$ cat src/design/wpt_pkg.sv
// wpt_pkg: shared constants, status and opcode codes, beat and command types
// for the websocket payload tracker; no dependencies
package wpt_pkg;

    // frame limits
    localparam logic [31:0] CONTROL_MAX = 32'd125;
    localparam logic [3:0]  READ_BYTES  = 4'd8;

    // control buffer organization: eight byte lanes, one row per chunk
    localparam int BUF_BYTES   = 128;
    localparam int CHUNK_BYTES = 8;
    localparam int BUF_ROWS    = BUF_BYTES / CHUNK_BYTES;
    localparam int ROW_W       = $clog2(BUF_ROWS);
    localparam int LANE_W      = $clog2(CHUNK_BYTES);
    localparam int BUF_ADDR_W  = $clog2(BUF_BYTES);

    // result status codes
    localparam logic [2:0] ST_IDLE    = 3'd0;
    localparam logic [2:0] ST_DATA    = 3'd1;
    localparam logic [2:0] ST_CONTROL = 3'd2;
    localparam logic [2:0] ST_PARTIAL = 3'd3;
    localparam logic [2:0] ST_DROPPED = 3'd4;
    localparam logic [2:0] ST_FAIL    = 3'd5;

    // frame opcodes
    localparam logic [3:0] OP_CONT   = 4'd0;
    localparam logic [3:0] OP_TEXT   = 4'd1;
    localparam logic [3:0] OP_BINARY = 4'd2;
    localparam logic [3:0] OP_CLOSE  = 4'd8;
    localparam logic [3:0] OP_PING   = 4'd9;
    localparam logic [3:0] OP_PONG   = 4'd10;

    typedef struct packed {
        logic        hdr_valid;
        logic [3:0]  opcode;
        logic        fin;
        logic [31:0] length;
        logic [3:0]  count;
        logic [63:0] data;
    } t_item;

    typedef struct packed {
        logic [2:0]  status;
        logic [3:0]  opcode;
        logic        fin;
        logic [31:0] length;
        logic [31:0] offset;
        logic [3:0]  count;
        logic [63:0] bytes;
        logic        last;
    } t_result;

    // controller to datapath
    typedef struct packed {
        logic take;
        logic load_item;
        logic load_chunk;
        logic chunk_inc;
        logic frame_clr;
    } t_cmd;

    // datapath to controller
    typedef struct packed {
        logic out_free;
        logic ctrl_done;
        logic chunk_last;
    } t_sts;

    function automatic logic f_is_data(input logic [3:0] op);
        return (op == OP_CONT) || (op == OP_TEXT) || (op == OP_BINARY);
    endfunction

    function automatic logic f_is_ctrl(input logic [3:0] op);
        return (op == OP_CLOSE) || (op == OP_PING) || (op == OP_PONG);
    endfunction

    // zero every byte at or above n
    function automatic logic [63:0] f_keep_bytes(input logic [63:0] v, input logic [3:0] n);
        logic [63:0] r;
        r = '0;
        for (int j = 0; j < CHUNK_BYTES; j++) begin
            if (4'(j) < n) begin
                r[8*j +: 8] = v[8*j +: 8];
            end
        end
        return r;
    endfunction

endpackage

$ cat src/design/wpt_in_if.sv
// wpt_in_if: input channel of the payload tracker, valid/ready plus one read
// no dependencies
interface wpt_in_if;
    logic        valid;
    logic        ready;
    logic        hdr_valid;
    logic [3:0]  frame_opcode_in;
    logic        fin_flag;
    logic [31:0] payload_length;
    logic [3:0]  nbytes;
    logic [63:0] data_bytes;

    modport source (output valid, hdr_valid, frame_opcode_in, fin_flag, payload_length,
                    nbytes, data_bytes, input ready);
    modport sink (input valid, hdr_valid, frame_opcode_in, fin_flag, payload_length,
                  nbytes, data_bytes, output ready);
endinterface

$ cat src/design/wpt_out_if.sv
// wpt_out_if: result channel of the payload tracker, valid/ready plus one chunk
// no dependencies
interface wpt_out_if;
    logic        valid;
    logic        ready;
    logic [2:0]  status;
    logic [3:0]  out_opcode;
    logic        out_fin;
    logic [31:0] out_length;
    logic [31:0] out_offset;
    logic [3:0]  out_count;
    logic [63:0] out_bytes;
    logic        last;

    modport source (output valid, status, out_opcode, out_fin, out_length, out_offset,
                    out_count, out_bytes, last, input ready);
    modport sink (input valid, status, out_opcode, out_fin, out_length, out_offset,
                  out_count, out_bytes, last, output ready);
endinterface

$ cat src/design/wpt_ram.sv
// wpt_ram: generic single write port ram with registered read
// depends on wpt_pkg for default sizes
module wpt_ram
    import wpt_pkg::*;
#(
    parameter int WIDTH = 8,
    parameter int DEPTH = BUF_ROWS
) (
    input  logic                     i_clk,
    input  logic                     i_we,
    input  logic [$clog2(DEPTH)-1:0] i_waddr,
    input  logic [WIDTH-1:0]         i_wdata,
    input  logic [$clog2(DEPTH)-1:0] i_raddr,
    output logic [WIDTH-1:0]         o_rdata
);
    logic [WIDTH-1:0] r_mem [DEPTH];
    logic [WIDTH-1:0] r_rdata;

    always_ff @(posedge i_clk) begin
        if (i_we) begin
            r_mem[i_waddr] <= i_wdata;
        end
        r_rdata <= r_mem[i_raddr];
    end

    assign o_rdata = r_rdata;
endmodule

$ cat src/design/wpt_datapath.sv
// wpt_datapath: frame tracking registers, read classification, control byte
// buffer lanes and result register; depends on wpt_pkg and wpt_ram
module wpt_datapath
    import wpt_pkg::*;
(
    input  logic    i_clk,
    input  logic    i_rst_n,
    input  t_item   i_item,
    input  t_cmd    i_cmd,
    output t_sts    o_sts,
    output t_result o_res,
    output logic    o_res_valid,
    input  logic    i_res_ready
);
    // held frame
    logic        r_active;
    logic        r_dropping;
    logic [3:0]  r_held_op;
    logic        r_held_fin;
    logic [31:0] r_held_len;
    logic [31:0] r_rcount;
    logic [ROW_W-1:0] r_chunk;

    // result register
    t_result r_out;
    logic    r_out_valid;

    // effective frame for this read
    logic [3:0]  h_op;
    logic        h_fin;
    logic [31:0] h_len;
    logic [31:0] h_rc;
    logic        h_drop;
    logic        drop_new;
    logic        mismatch;
    logic        cnt_bad;
    logic [31:0] remain;
    logic [31:0] cnt32;
    logic        overrun;
    logic        done;
    logic [31:0] new_rc;
    logic [63:0] kept;

    t_result n_item_res;
    logic    upd_store;
    logic    upd_clear;
    logic    ctrl_wr;
    logic    ctrl_done;

    t_result     chunk_res;
    logic [BUF_ADDR_W-1:0] chunk_off;
    logic [BUF_ADDR_W-1:0] chunk_rem;
    logic [3:0]  chunk_n;
    logic        chunk_last;
    logic [63:0] lane_word;
    logic [7:0]  w_lane_rd [CHUNK_BYTES];

    assign cnt32    = {28'd0, i_item.count};
    assign cnt_bad  = i_item.count > READ_BYTES;
    assign h_op     = r_active ? r_held_op  : i_item.opcode;
    assign h_fin    = r_active ? r_held_fin : i_item.fin;
    assign h_len    = r_active ? r_held_len : i_item.length;
    assign h_rc     = r_active ? r_rcount   : 32'd0;
    assign drop_new = (!f_is_ctrl(i_item.opcode) && !f_is_data(i_item.opcode)) ||
                      (f_is_ctrl(i_item.opcode) &&
                       (!i_item.fin || i_item.length > CONTROL_MAX));
    assign h_drop   = r_active ? r_dropping : drop_new;
    assign mismatch = r_active && ((r_held_op != i_item.opcode) ||
                                   (r_held_fin != i_item.fin) ||
                                   (r_held_len != i_item.length));
    assign remain   = h_len - h_rc;
    assign overrun  = cnt32 > remain;
    assign done     = cnt32 == remain;
    assign new_rc   = h_rc + cnt32;
    assign kept     = f_keep_bytes(i_item.data, i_item.count);

    // classify the read
    always_comb begin
        n_item_res      = '0;
        n_item_res.last = 1'b1;
        upd_store       = 1'b0;
        upd_clear       = 1'b0;
        ctrl_wr         = 1'b0;
        ctrl_done       = 1'b0;
        if (!i_item.hdr_valid) begin
            n_item_res.status = (i_item.count == 4'd0) ? ST_IDLE : ST_FAIL;
        end else if (cnt_bad || mismatch || overrun) begin
            n_item_res.status = ST_FAIL;
            upd_clear         = 1'b1;
        end else if (f_is_data(h_op)) begin
            if (h_len == 32'd0) begin
                upd_clear = 1'b1;
                if (h_op == OP_BINARY && h_fin) begin
                    n_item_res.status = ST_DATA;
                    n_item_res.opcode = OP_BINARY;
                    n_item_res.fin    = 1'b1;
                end else begin
                    n_item_res.status = ST_DROPPED;
                end
            end else if (i_item.count == 4'd0) begin
                n_item_res.status = ST_IDLE;
                upd_store         = 1'b1;
            end else begin
                n_item_res.status = ST_DATA;
                n_item_res.opcode = h_op;
                n_item_res.fin    = h_fin;
                n_item_res.length = h_len;
                n_item_res.offset = h_rc;
                n_item_res.count  = i_item.count;
                n_item_res.bytes  = kept;
                upd_clear         = done;
                upd_store         = !done;
            end
        end else if (h_drop) begin
            if (done) begin
                n_item_res.status = ST_DROPPED;
                upd_clear         = 1'b1;
            end else begin
                n_item_res.status = (i_item.count == 4'd0) ? ST_IDLE : ST_PARTIAL;
                upd_store         = 1'b1;
            end
        end else begin
            ctrl_wr   = 1'b1;
            upd_store = 1'b1;
            ctrl_done = done;
            n_item_res.status = (i_item.count == 4'd0) ? ST_IDLE : ST_PARTIAL;
        end
    end

    always_ff @(posedge i_clk) begin
        if (!i_rst_n) begin
            r_active   <= 1'b0;
            r_dropping <= 1'b0;
            r_held_op  <= OP_CONT;
            r_held_fin <= 1'b0;
            r_held_len <= '0;
            r_rcount   <= '0;
        end else if ((i_cmd.take && upd_clear) || i_cmd.frame_clr) begin
            r_active   <= 1'b0;
            r_dropping <= 1'b0;
            r_held_op  <= OP_CONT;
            r_held_fin <= 1'b0;
            r_held_len <= '0;
            r_rcount   <= '0;
        end else if (i_cmd.take && upd_store) begin
            r_active   <= 1'b1;
            r_dropping <= h_drop;
            r_held_op  <= h_op;
            r_held_fin <= h_fin;
            r_held_len <= h_len;
            r_rcount   <= new_rc;
        end
    end

    always_ff @(posedge i_clk) begin
        if (!i_rst_n) begin
            r_chunk <= '0;
        end else if (i_cmd.take) begin
            r_chunk <= '0;
        end else if (i_cmd.chunk_inc) begin
            r_chunk <= r_chunk + ROW_W'(1);
        end
    end

    // byte lanes: buffer byte at position p sits in lane p mod 8, row p / 8
    for (genvar L = 0; L < CHUNK_BYTES; L++) begin : g_lane
        logic [LANE_W-1:0]     i_lane;
        logic [BUF_ADDR_W-1:0] pos;
        logic                  we;
        logic [7:0]            wdata;

        assign i_lane = LANE_W'(L) - h_rc[LANE_W-1:0];
        assign pos    = h_rc[BUF_ADDR_W-1:0] + BUF_ADDR_W'(i_lane);
        assign we     = i_cmd.take && ctrl_wr && ({1'b0, i_lane} < i_item.count);
        assign wdata  = 8'(i_item.data >> {i_lane, 3'b000});

        wpt_ram #(
            .WIDTH (8),
            .DEPTH (BUF_ROWS)
        ) u_lane (
            .i_clk   (i_clk),
            .i_we    (we),
            .i_waddr (pos[BUF_ADDR_W-1:LANE_W]),
            .i_wdata (wdata),
            .i_raddr (r_chunk),
            .o_rdata (w_lane_rd[L])
        );
    end

    // chunk of the control run at row r_chunk
    assign chunk_off  = {r_chunk, {LANE_W{1'b0}}};
    assign chunk_rem  = r_held_len[BUF_ADDR_W-1:0] - chunk_off;
    assign chunk_last = chunk_rem <= BUF_ADDR_W'(CHUNK_BYTES);
    assign chunk_n    = chunk_last ? chunk_rem[3:0] : 4'(CHUNK_BYTES);

    always_comb begin
        lane_word = '0;
        for (int j = 0; j < CHUNK_BYTES; j++) begin
            lane_word[8*j +: 8] = w_lane_rd[j];
        end
        chunk_res        = '0;
        chunk_res.status = ST_CONTROL;
        chunk_res.opcode = r_held_op;
        chunk_res.fin    = r_held_fin;
        chunk_res.length = r_held_len;
        chunk_res.offset = {{(32-BUF_ADDR_W){1'b0}}, chunk_off};
        chunk_res.count  = chunk_n;
        chunk_res.bytes  = f_keep_bytes(lane_word, chunk_n);
        chunk_res.last   = chunk_last;
    end

    always_ff @(posedge i_clk) begin
        if (!i_rst_n) begin
            r_out_valid <= 1'b0;
        end else if (i_cmd.load_item || i_cmd.load_chunk) begin
            r_out_valid <= 1'b1;
        end else if (i_res_ready) begin
            r_out_valid <= 1'b0;
        end
    end

    always_ff @(posedge i_clk) begin
        if (i_cmd.load_item) begin
            r_out <= n_item_res;
        end else if (i_cmd.load_chunk) begin
            r_out <= chunk_res;
        end
    end

    assign o_res             = r_out;
    assign o_res_valid       = r_out_valid;
    assign o_sts.out_free    = !r_out_valid || i_res_ready;
    assign o_sts.ctrl_done   = ctrl_done;
    assign o_sts.chunk_last  = chunk_last;
endmodule

$ cat src/design/wpt_ctrl.sv
// wpt_ctrl: controller state machine, takes reads and sequences control chunk runs
// depends on wpt_pkg
module wpt_ctrl
    import wpt_pkg::*;
(
    input  logic i_clk,
    input  logic i_rst_n,
    input  logic i_in_valid,
    output logic o_in_ready,
    input  t_sts i_sts,
    output t_cmd o_cmd
);
    localparam logic [1:0] S_RUN  = 2'd0;
    localparam logic [1:0] S_READ = 2'd1;
    localparam logic [1:0] S_SEND = 2'd2;

    logic [1:0] r_state;
    logic [1:0] n_state;

    always_comb begin
        n_state    = r_state;
        o_cmd      = '0;
        o_in_ready = 1'b0;
        unique case (r_state)
            S_RUN: begin
                o_in_ready = i_sts.out_free;
                if (i_in_valid && i_sts.out_free) begin
                    o_cmd.take = 1'b1;
                    if (i_sts.ctrl_done) begin
                        n_state = S_READ;
                    end else begin
                        o_cmd.load_item = 1'b1;
                    end
                end
            end
            S_READ: begin
                n_state = S_SEND;
            end
            S_SEND: begin
                if (i_sts.out_free) begin
                    o_cmd.load_chunk = 1'b1;
                    if (i_sts.chunk_last) begin
                        o_cmd.frame_clr = 1'b1;
                        n_state         = S_RUN;
                    end else begin
                        o_cmd.chunk_inc = 1'b1;
                        n_state         = S_READ;
                    end
                end
            end
            default: begin
                n_state = S_RUN;
            end
        endcase
    end

    always_ff @(posedge i_clk) begin
        if (!i_rst_n) begin
            r_state <= S_RUN;
        end else begin
            r_state <= n_state;
        end
    end
endmodule

$ cat src/design/websocket_payload_tracker.sv
// websocket_payload_tracker: top level, joins controller and datapath to the
// input and result channels; depends on wpt_pkg, wpt_in_if, wpt_out_if,
// wpt_ctrl and wpt_datapath
//
// usage
//   i_item carries one payload read per beat: frame metadata from a parsed
//   header plus up to eight payload bytes. o_result carries result beats.
//   an ordinary read gives its single result in the output register in the
//   cycle after it is taken; one read per cycle is taken while the output
//   register is free and no chunk run is active. a read that completes a
//   valid control frame starts a chunk run of ceil(length / 8) beats (one
//   beat for an empty frame); each chunk is a registered byte lane read, then
//   an output register load, and i_item.ready stays low for the whole run.
//   last marks the final beat of each read's run.
//   reset clears the frame tracking and the output valid flag; the control
//   byte buffer is not cleared, each byte is written before it is read.
//   when the receiver stalls, the result beat holds in the output register
//   and i_item.ready drops until it is taken; nothing is lost or repeated.
module websocket_payload_tracker
    import wpt_pkg::*;
(
    input logic       i_clk,
    input logic       i_rst_n,
    wpt_in_if.sink    i_item,
    wpt_out_if.source o_result
);
    t_item   w_item;
    t_result w_res;
    t_cmd    w_cmd;
    t_sts    w_sts;
    logic    w_in_ready;
    logic    w_res_valid;

    // incoming beat into the datapath format
    assign w_item.hdr_valid = i_item.hdr_valid;
    assign w_item.opcode    = i_item.frame_opcode_in;
    assign w_item.fin       = i_item.fin_flag;
    assign w_item.length    = i_item.payload_length;
    assign w_item.count     = i_item.nbytes;
    assign w_item.data      = i_item.data_bytes;
    assign i_item.ready     = w_in_ready;

    // sequencing: take reads, run control chunks
    wpt_ctrl u_ctrl (
        .i_clk      (i_clk),
        .i_rst_n    (i_rst_n),
        .i_in_valid (i_item.valid),
        .o_in_ready (w_in_ready),
        .i_sts      (w_sts),
        .o_cmd      (w_cmd)
    );

    // frame state, byte lanes and output register
    wpt_datapath u_dp (
        .i_clk       (i_clk),
        .i_rst_n     (i_rst_n),
        .i_item      (w_item),
        .i_cmd       (w_cmd),
        .o_sts       (w_sts),
        .o_res       (w_res),
        .o_res_valid (w_res_valid),
        .i_res_ready (o_result.ready)
    );

    // result beat out
    assign o_result.valid      = w_res_valid;
    assign o_result.status     = w_res.status;
    assign o_result.out_opcode = w_res.opcode;
    assign o_result.out_fin    = w_res.fin;
    assign o_result.out_length = w_res.length;
    assign o_result.out_offset = w_res.offset;
    assign o_result.out_count  = w_res.count;
    assign o_result.out_bytes  = w_res.bytes;
    assign o_result.last       = w_res.last;

`ifndef ASSERT_OFF
    // a taken read that does not start a chunk run shows its result next cycle
    a_single_result: assert property (@(posedge i_clk) disable iff (!i_rst_n)
        (i_item.valid && w_in_ready && !w_sts.ctrl_done) |=> o_result.valid)
        else $error("taken read gave no result beat");

    // only control chunk runs span several beats
    a_single_last: assert property (@(posedge i_clk) disable iff (!i_rst_n)
        (o_result.valid && o_result.status != ST_CONTROL) |-> o_result.last)
        else $error("non-control result without last");

    // no chunk carries more than eight bytes
    a_count_range: assert property (@(posedge i_clk) disable iff (!i_rst_n)
        o_result.valid |-> (o_result.out_count <= 4'd8))
        else $error("result byte count out of range");
`endif
endmodule
$ cat src/flat_wrapper.sv
// flat-port wrapper written by rule: the top's interface ports become plain ports
module websocket_payload_tracker_flat import wpt_pkg::*;
  (i_clk, i_rst_n, i_item_valid, i_item_hdr_valid, i_item_frame_opcode_in, i_item_fin_flag, i_item_payload_length, i_item_nbytes, i_item_data_bytes, i_item_ready, o_result_valid, o_result_status, o_result_out_opcode, o_result_out_fin, o_result_out_length, o_result_out_offset, o_result_out_count, o_result_out_bytes, o_result_last, o_result_ready);
  wpt_in_if i_item_i ();
  wpt_out_if o_result_i ();
  input logic i_clk;
  input logic i_rst_n;
  input wire logic [$bits(i_item_i.valid)-1:0] i_item_valid;
  input wire logic [$bits(i_item_i.hdr_valid)-1:0] i_item_hdr_valid;
  input wire logic [$bits(i_item_i.frame_opcode_in)-1:0] i_item_frame_opcode_in;
  input wire logic [$bits(i_item_i.fin_flag)-1:0] i_item_fin_flag;
  input wire logic [$bits(i_item_i.payload_length)-1:0] i_item_payload_length;
  input wire logic [$bits(i_item_i.nbytes)-1:0] i_item_nbytes;
  input wire logic [$bits(i_item_i.data_bytes)-1:0] i_item_data_bytes;
  output wire logic [$bits(i_item_i.ready)-1:0] i_item_ready;
  output wire logic [$bits(o_result_i.valid)-1:0] o_result_valid;
  output wire logic [$bits(o_result_i.status)-1:0] o_result_status;
  output wire logic [$bits(o_result_i.out_opcode)-1:0] o_result_out_opcode;
  output wire logic [$bits(o_result_i.out_fin)-1:0] o_result_out_fin;
  output wire logic [$bits(o_result_i.out_length)-1:0] o_result_out_length;
  output wire logic [$bits(o_result_i.out_offset)-1:0] o_result_out_offset;
  output wire logic [$bits(o_result_i.out_count)-1:0] o_result_out_count;
  output wire logic [$bits(o_result_i.out_bytes)-1:0] o_result_out_bytes;
  output wire logic [$bits(o_result_i.last)-1:0] o_result_last;
  input wire logic [$bits(o_result_i.ready)-1:0] o_result_ready;
  assign i_item_i.valid = i_item_valid;
  assign i_item_i.hdr_valid = i_item_hdr_valid;
  assign i_item_i.frame_opcode_in = i_item_frame_opcode_in;
  assign i_item_i.fin_flag = i_item_fin_flag;
  assign i_item_i.payload_length = i_item_payload_length;
  assign i_item_i.nbytes = i_item_nbytes;
  assign i_item_i.data_bytes = i_item_data_bytes;
  assign i_item_ready = i_item_i.ready;
  assign o_result_valid = o_result_i.valid;
  assign o_result_status = o_result_i.status;
  assign o_result_out_opcode = o_result_i.out_opcode;
  assign o_result_out_fin = o_result_i.out_fin;
  assign o_result_out_length = o_result_i.out_length;
  assign o_result_out_offset = o_result_i.out_offset;
  assign o_result_out_count = o_result_i.out_count;
  assign o_result_out_bytes = o_result_i.out_bytes;
  assign o_result_last = o_result_i.last;
  assign o_result_i.ready = o_result_ready;
  websocket_payload_tracker u_core (.i_clk(i_clk), .i_rst_n(i_rst_n), .i_item(i_item_i), .o_result(o_result_i));
endmodule
$ cat config.mk
export PLATFORM = sky130hd
export DESIGN_NAME = websocket_payload_tracker_flat
export DESIGN_NICKNAME = d
export VERILOG_FILES = /design/src/design/wpt_pkg.sv /design/src/design/wpt_in_if.sv /design/src/design/wpt_out_if.sv /design/src/design/wpt_ram.sv /design/src/design/wpt_datapath.sv /design/src/design/wpt_ctrl.sv /design/src/design/websocket_payload_tracker.sv /design/src/flat_wrapper.sv
export SDC_FILE = /design/constraint.sdc
export NUM_CORES = 2
export LEC_CHECK = 0
export BUFFER_PORTS_ARGS = -buffer_cell sky130_fd_sc_hd__buf_4
export CORE_ASPECT_RATIO = 1.1
export CORE_MARGIN = 1.5
export CORE_UTILIZATION = 35
export DETAILED_ROUTE_END_ITERATION = 16
export HOLD_SLACK_MARGIN = 0.08
export PLACE_DENSITY_LB_ADDON = 0.12
export SYNTH_ARGS = -nofsm -noshare
export SYNTH_HDL_FRONTEND = slang
export SYNTH_SLANG_ARGS = --single-unit
export TNS_END_PERCENT = 20
$ cat constraint.sdc
create_clock -name i_clk -period 15.75 [get_ports i_clk]
set_input_delay 2.3625 -clock i_clk [delete_from_list [all_inputs] [get_ports i_clk]]
set_output_delay 2.3625 -clock i_clk [all_outputs]
set_load 0.01 [all_outputs]
==> metrics.log <==
[metrics] post-route clock period utilization: 0.4886
[metrics] launching element type of the critical path: input pin
[metrics] die area: 0.1650 sq mm
[metrics] average wire per cell in the routed design: 29.55 um
[metrics] quantity of hold-fixing buffers added after cts: 0
[metrics] core region area: 0.1617 sq mm
[metrics] Die Ht: 425.8 um
[metrics] Synth Warn #: 0
[metrics] Worst IR Drop VDD: 0.07811 mV
[metrics] highest metal layer used by the detailed router: met5
[metrics] Layout Nets: 4015
[metrics] stage delay of the slowest cell on the critical path: 1.01 ns
[metrics] post-CTS setup buffer count: 0
[metrics] hold violation total from the final report: 0
[metrics] number of DRC violations after detailed-routing iteration 0: 3071
[metrics] Clk Latency, worst-skew pair: 0.81 ns
[metrics] dominant combinational cell family by area after synthesis: multiplexers
[metrics] via count normalized by instance count: 5.513
[metrics] share of the synthesized netlist area taken by xor and xnor gates: 0.01647
[metrics] via count: 33510
[metrics] series of cell instances along the critical path: buf_4, mux2i_1, inv_1, ha_1, a21oi_1, a32oi_1, o31ai_4, o32ai_2, a31oi_1, o311ai_1, xor2_1, a2111oi_4, a31oi_4, nand3_1, buf_4, o21bai_1, or3_1, nor3_1
[metrics] fraction of layout cells with a size suffix above 1: 0.2292
[metrics] boundary pin count: 253
[metrics] max cap viols: 0
[metrics] final core utilization: 0.4080
[metrics] routed wire length on met2: 88450 um
[metrics] synthesized instance count: 3578
[metrics] Port-buffer cells: 252
[metrics] sequential power share: 0.499
[metrics] hold crit path type: register to register
[metrics] slowest stage cell on the critical path: sky130_fd_sc_hd__nor3_1
[metrics] FP Rows: 155
[metrics] initial cell density of the core: 0.3517
[metrics] time the worst path needs with I/O delays and setup: 7.695 ns
[metrics] count of unresolved DRC violations after routing: 0
[metrics] clock transition at the registers of the reported paths: 0.06 ns
[metrics] unique cell type count in the Yosys netlist: 88
[metrics] net switching share of the total power: 0.2273
[metrics] final count of negative-setup-slack endpoints: 0
[metrics] global-route usage over all layers: 0.2167
[metrics] predominant post-synthesis flop cell: sky130_fd_sc_hd__edfxtp_1
[metrics] global-route wire length before repair: 253900 um
[metrics] wire length on met1: 76310 um
[metrics] maximum number of pins on one net before global-route repair: 139
[metrics] number of flops mapped to enable cells by yosys: 1164
[metrics] Antenna Nets Post-Route: 0
[metrics] total design power: 7.684 mW
[metrics] drt pass-1 iters: 6
[metrics] critical path data required time: 16.15 ns
[metrics] fraction of the yosys area taken by sequential cells: 0.6647
[metrics] power share of the combinational group: 0.056
[metrics] P_sw: 1.747 mW
[metrics] largest buffer count on any clock path: 3
[metrics] CP Capture Type: register
[metrics] number of global-route vias before repair: 33510
[metrics] antenna violations before repair: 7
[metrics] maximum net fanout on the critical path: 14
[metrics] overflow left after global routing: 0
[metrics] total length of routed wires: 179600 um
[metrics] weighted congestion at the end of routability-driven global placement: 0.9329
[metrics] TritonCTS sink count: 1307
[metrics] post-synthesis to final-layout area growth: 15.99%
[metrics] Resized Gates After CTS: 0
[metrics] number of max-slew violations in the final report: 0
[metrics] number of buffers inserted during clock tree synthesis: 142
[metrics] total met3 wirelength after detailed routing: 10590 um
[metrics] half-perimeter wire length after detailed placement: 128300 um
[metrics] Total Negative Setup Slacks: 0 ns
[metrics] unrepaired setup endpoints after global routing: false
[metrics] multiplexer share of the synthesized area: 0.1589
[metrics] mean cell area of the mapped netlist: 15.90 sq um
[metrics] fmax: 130.0 MHz
[metrics] async set or reset register ratio after synthesis: 0
[metrics] Hold Path Stages: 2
[metrics] simple-gate share of the synthesized area: 0.07621
[metrics] ratio of total power to cell area: 116.4 mW/mm^2
[metrics] H-tree levels: 4
[metrics] Worst R2R Path Depth: 18
[metrics] status: complete, no violations
[metrics] number of register bits inferred by synthesis: 1307
[metrics] Slew @ Worst Pin: 1.306 ns
[metrics] arrival time reported for the critical path endpoint: 8.09 ns
[metrics] largest clock skew in the final design: 0.04601 ns
[metrics] proportion of power drawn by the clock network: 0.445
[metrics] cell-internal power: 5.937 mW
[metrics] root buf cell: sky130_fd_sc_hd__clkbuf_16
[metrics] post-synthesis adder-cell area fraction: 0.01526
[metrics] leakage power: 21.54 nW
[metrics] Worst Setup Path Type: input pin to register
[metrics] cell area after synthesis: 0.05689 sq mm
[metrics] most prevalent standard cell on the critical path: sky130_fd_sc_hd__buf_4
[metrics] relative slew slack: 0.1225
[metrics] Synth Area in Compound Gates: 0.04964
[metrics] die width: 387.4 um
[metrics] CTS tree: built
[metrics] net count after synthesis: 3755
## cells in the mapped netlist, types with 5 or more instances
| master | number | share of area |
|---|---|---|
| sky130_fd_sc_hd__a211oi_1 | 46 | 0.0061 |
| sky130_fd_sc_hd__a21o_1 | 11 | 0.0015 |
| sky130_fd_sc_hd__a21oi_1 | 85 | 0.0075 |
| sky130_fd_sc_hd__a22o_1 | 69 | 0.011 |
| sky130_fd_sc_hd__a31oi_1 | 24 | 0.0026 |
| sky130_fd_sc_hd__and2_1 | 22 | 0.0024 |
| sky130_fd_sc_hd__and3_1 | 10 | 0.0011 |
| sky130_fd_sc_hd__buf_1 | 40 | 0.0026 |
| sky130_fd_sc_hd__buf_2 | 23 | 0.0020 |
| sky130_fd_sc_hd__clkbuf_1 | 118 | 0.0078 |
| sky130_fd_sc_hd__clkinv_1 | 8 | 0.00053 |
| sky130_fd_sc_hd__dfxtp_1 | 143 | 0.050 |
| sky130_fd_sc_hd__edfxtp_1 | 1164 | 0.61 |
| sky130_fd_sc_hd__ha_1 | 63 | 0.014 |
| sky130_fd_sc_hd__inv_1 | 69 | 0.0046 |
| sky130_fd_sc_hd__inv_2 | 5 | 0.00033 |
| sky130_fd_sc_hd__mux2i_1 | 109 | 0.019 |
| sky130_fd_sc_hd__mux4_2 | 352 | 0.14 |
| sky130_fd_sc_hd__nand2_1 | 392 | 0.026 |
| sky130_fd_sc_hd__nand2b_1 | 23 | 0.0025 |
| sky130_fd_sc_hd__nand3_1 | 49 | 0.0043 |
| sky130_fd_sc_hd__nand4_1 | 36 | 0.0040 |
| sky130_fd_sc_hd__nor2_1 | 285 | 0.019 |
| sky130_fd_sc_hd__nor2b_1 | 12 | 0.0013 |
| sky130_fd_sc_hd__nor3_1 | 34 | 0.0030 |
| sky130_fd_sc_hd__nor3b_1 | 7 | 0.00092 |
| sky130_fd_sc_hd__nor4_1 | 30 | 0.0033 |
| sky130_fd_sc_hd__o2111ai_1 | 6 | 0.00092 |
| sky130_fd_sc_hd__o211ai_1 | 15 | 0.0020 |
| sky130_fd_sc_hd__o21a_1 | 11 | 0.0015 |
| sky130_fd_sc_hd__o21ai_0 | 70 | 0.0062 |
| sky130_fd_sc_hd__o21bai_1 | 5 | 0.00066 |
| sky130_fd_sc_hd__o22ai_1 | 6 | 0.00066 |
| sky130_fd_sc_hd__o31ai_1 | 7 | 0.00092 |
| sky130_fd_sc_hd__or2_2 | 7 | 0.00077 |
| sky130_fd_sc_hd__or3_1 | 13 | 0.0014 |
| sky130_fd_sc_hd__or4_1 | 11 | 0.0015 |
| sky130_fd_sc_hd__xnor2_1 | 90 | 0.014 |
| sky130_fd_sc_hd__xor2_1 | 17 | 0.0026 |
## cell usage in the layout, fill, tap and decap left out, drive strengths merged, types with 15 or more instances in the layout
master  netlist  routed
edfxtp     1164    1164
nand2       392     392
mux4        352     352
buf          67     301
nor2        285     285
clkbuf      118     197
dfxtp       143     143
mux2i       109     109
xnor2        90      90
a21oi        87      87
inv          74      84
o21ai        75      75
a22o         69      69
ha           63      63
nand3        49      49
clkinv        8      49
a211oi       46      46
nand4        37      37
nor3         37      37
nor4         31      31
a31oi        25      25
and2         24      24
nand2b       23      23
xor2         17      17
o211ai       15      15
or3          15      15
## power groups by stage
| stage | Sequential (mW) | Combinational [mW] | Clock, mW |
|---|---|---|---|
| 6_report | 3.83 | 0.430 | 3.42 |
| 5_1_grt | 3.84 | 0.459 | 3.62 |
| 4_1_cts | 3.83 | 0.428 | 3.50 |
| 3_5_place_dp | 3.91 | 0.427 | 0 |
| 3_3_place_gp | 3.91 | 0.427 | 0 |
| 2_1_floorplan | 3.91 | 0.212 | 0 |
## kinds of logic (layout without fill, tap and decap cells)
group,count (synthesis),count (layout)
flip-flops,1307,1307
AND/OR/NAND/NOR,962,962
multiplexers,463,463
AO/OA/AOI/OAI,405,405
buffers and inverters,267,646
XOR/XNOR,107,107
adder cells (fa/ha/maj),67,67
other,0,2
## area by class of cell
cell class	instances	area, sq um
multi-input cells	2004	18090
clock buffers	197	3998
flip-flops and latches	1307	37830
repair buffers	301	2310
inverters	82	310.3
well taps	2119	2651
clock inverters	66	792.0
fillers	14820	95760
diodes	2	5.005
## flip-flops by register name, indices dropped and copies added (netlist names)
| name | flops |
|---|---|
| u_core.u_dp.o_res_valid | 1 |
| u_core.u_dp.g_lane.u_lane.r_mem | 1024 |
| u_core.u_dp.o_res | 141 |
| u_core.u_dp.r_held_op | 4 |
| u_core.u_dp.r_active | 1 |
| u_core.u_dp.r_dropping | 1 |
| u_core.u_dp.r_held_fin | 1 |
| u_core.u_dp.g_lane.u_lane.o_rdata | 64 |
| u_core.u_ctrl.r_state | 2 |
| u_core.u_dp.r_chunk | 4 |
| u_core.u_dp.r_held_len | 32 |
| u_core.u_dp.r_rcount | 32 |
## layer usage
metal | global-route usage | vias up
met1 | 0.2887 | 17510
met3 | 0.03812 | 204
met4 | 0.05899 | 2
met2 | 0.3651 | 1198
met5 | 0 | -
li1 | - | 14600
## path summary, 6_finish.rpt
check / slack (ns) / startpoint / to
setup / recovery: 8.06 / i_item_payload_length[5] / u_core.u_dp.g_lane[7].u_lane.r_mem[6][7]
setup reg to reg: 8.10 / u_core.u_dp.r_active / u_core.u_dp.g_lane[7].u_lane.r_mem[6][7]
hold / removal: 0.46 / u_core.u_dp.r_dropping / u_core.u_dp.r_dropping
hold reg to reg: 0.46 / u_core.u_dp.r_dropping / u_core.u_dp.r_dropping
## worst max-delay path, delay by kind of cell
family                     cells  cell delay (ns)
and+or+nand+nor                3             1.60
muxes                          1             0.34
buffers and inverters          3             0.53
xor gates and xnor gates       1             0.29
adders and majority gates      1             0.42
AOI/OAI and AO/OA              9             2.53
## metrics by stage
stage / hold slack [ns] / std cells / area [sq um] / setup slack, ns
6_report: 0.4604 / 6078 / 65990 / 8.055
5_1_grt: 0.4870 / 6076 / 65980 / 7.765
4_1_cts: 0.4587 / 6076 / 65980 / 8.160
3_5_place_dp: 0.4510 / 5813 / 61190 / 7.312
3_3_place_gp: 0.4445 / 5813 / 61190 / 7.100
2_1_floorplan: 0.4367 / 3578 / 56890 / 6.620
No activity file was read; power rests on OpenSTA's default activity.
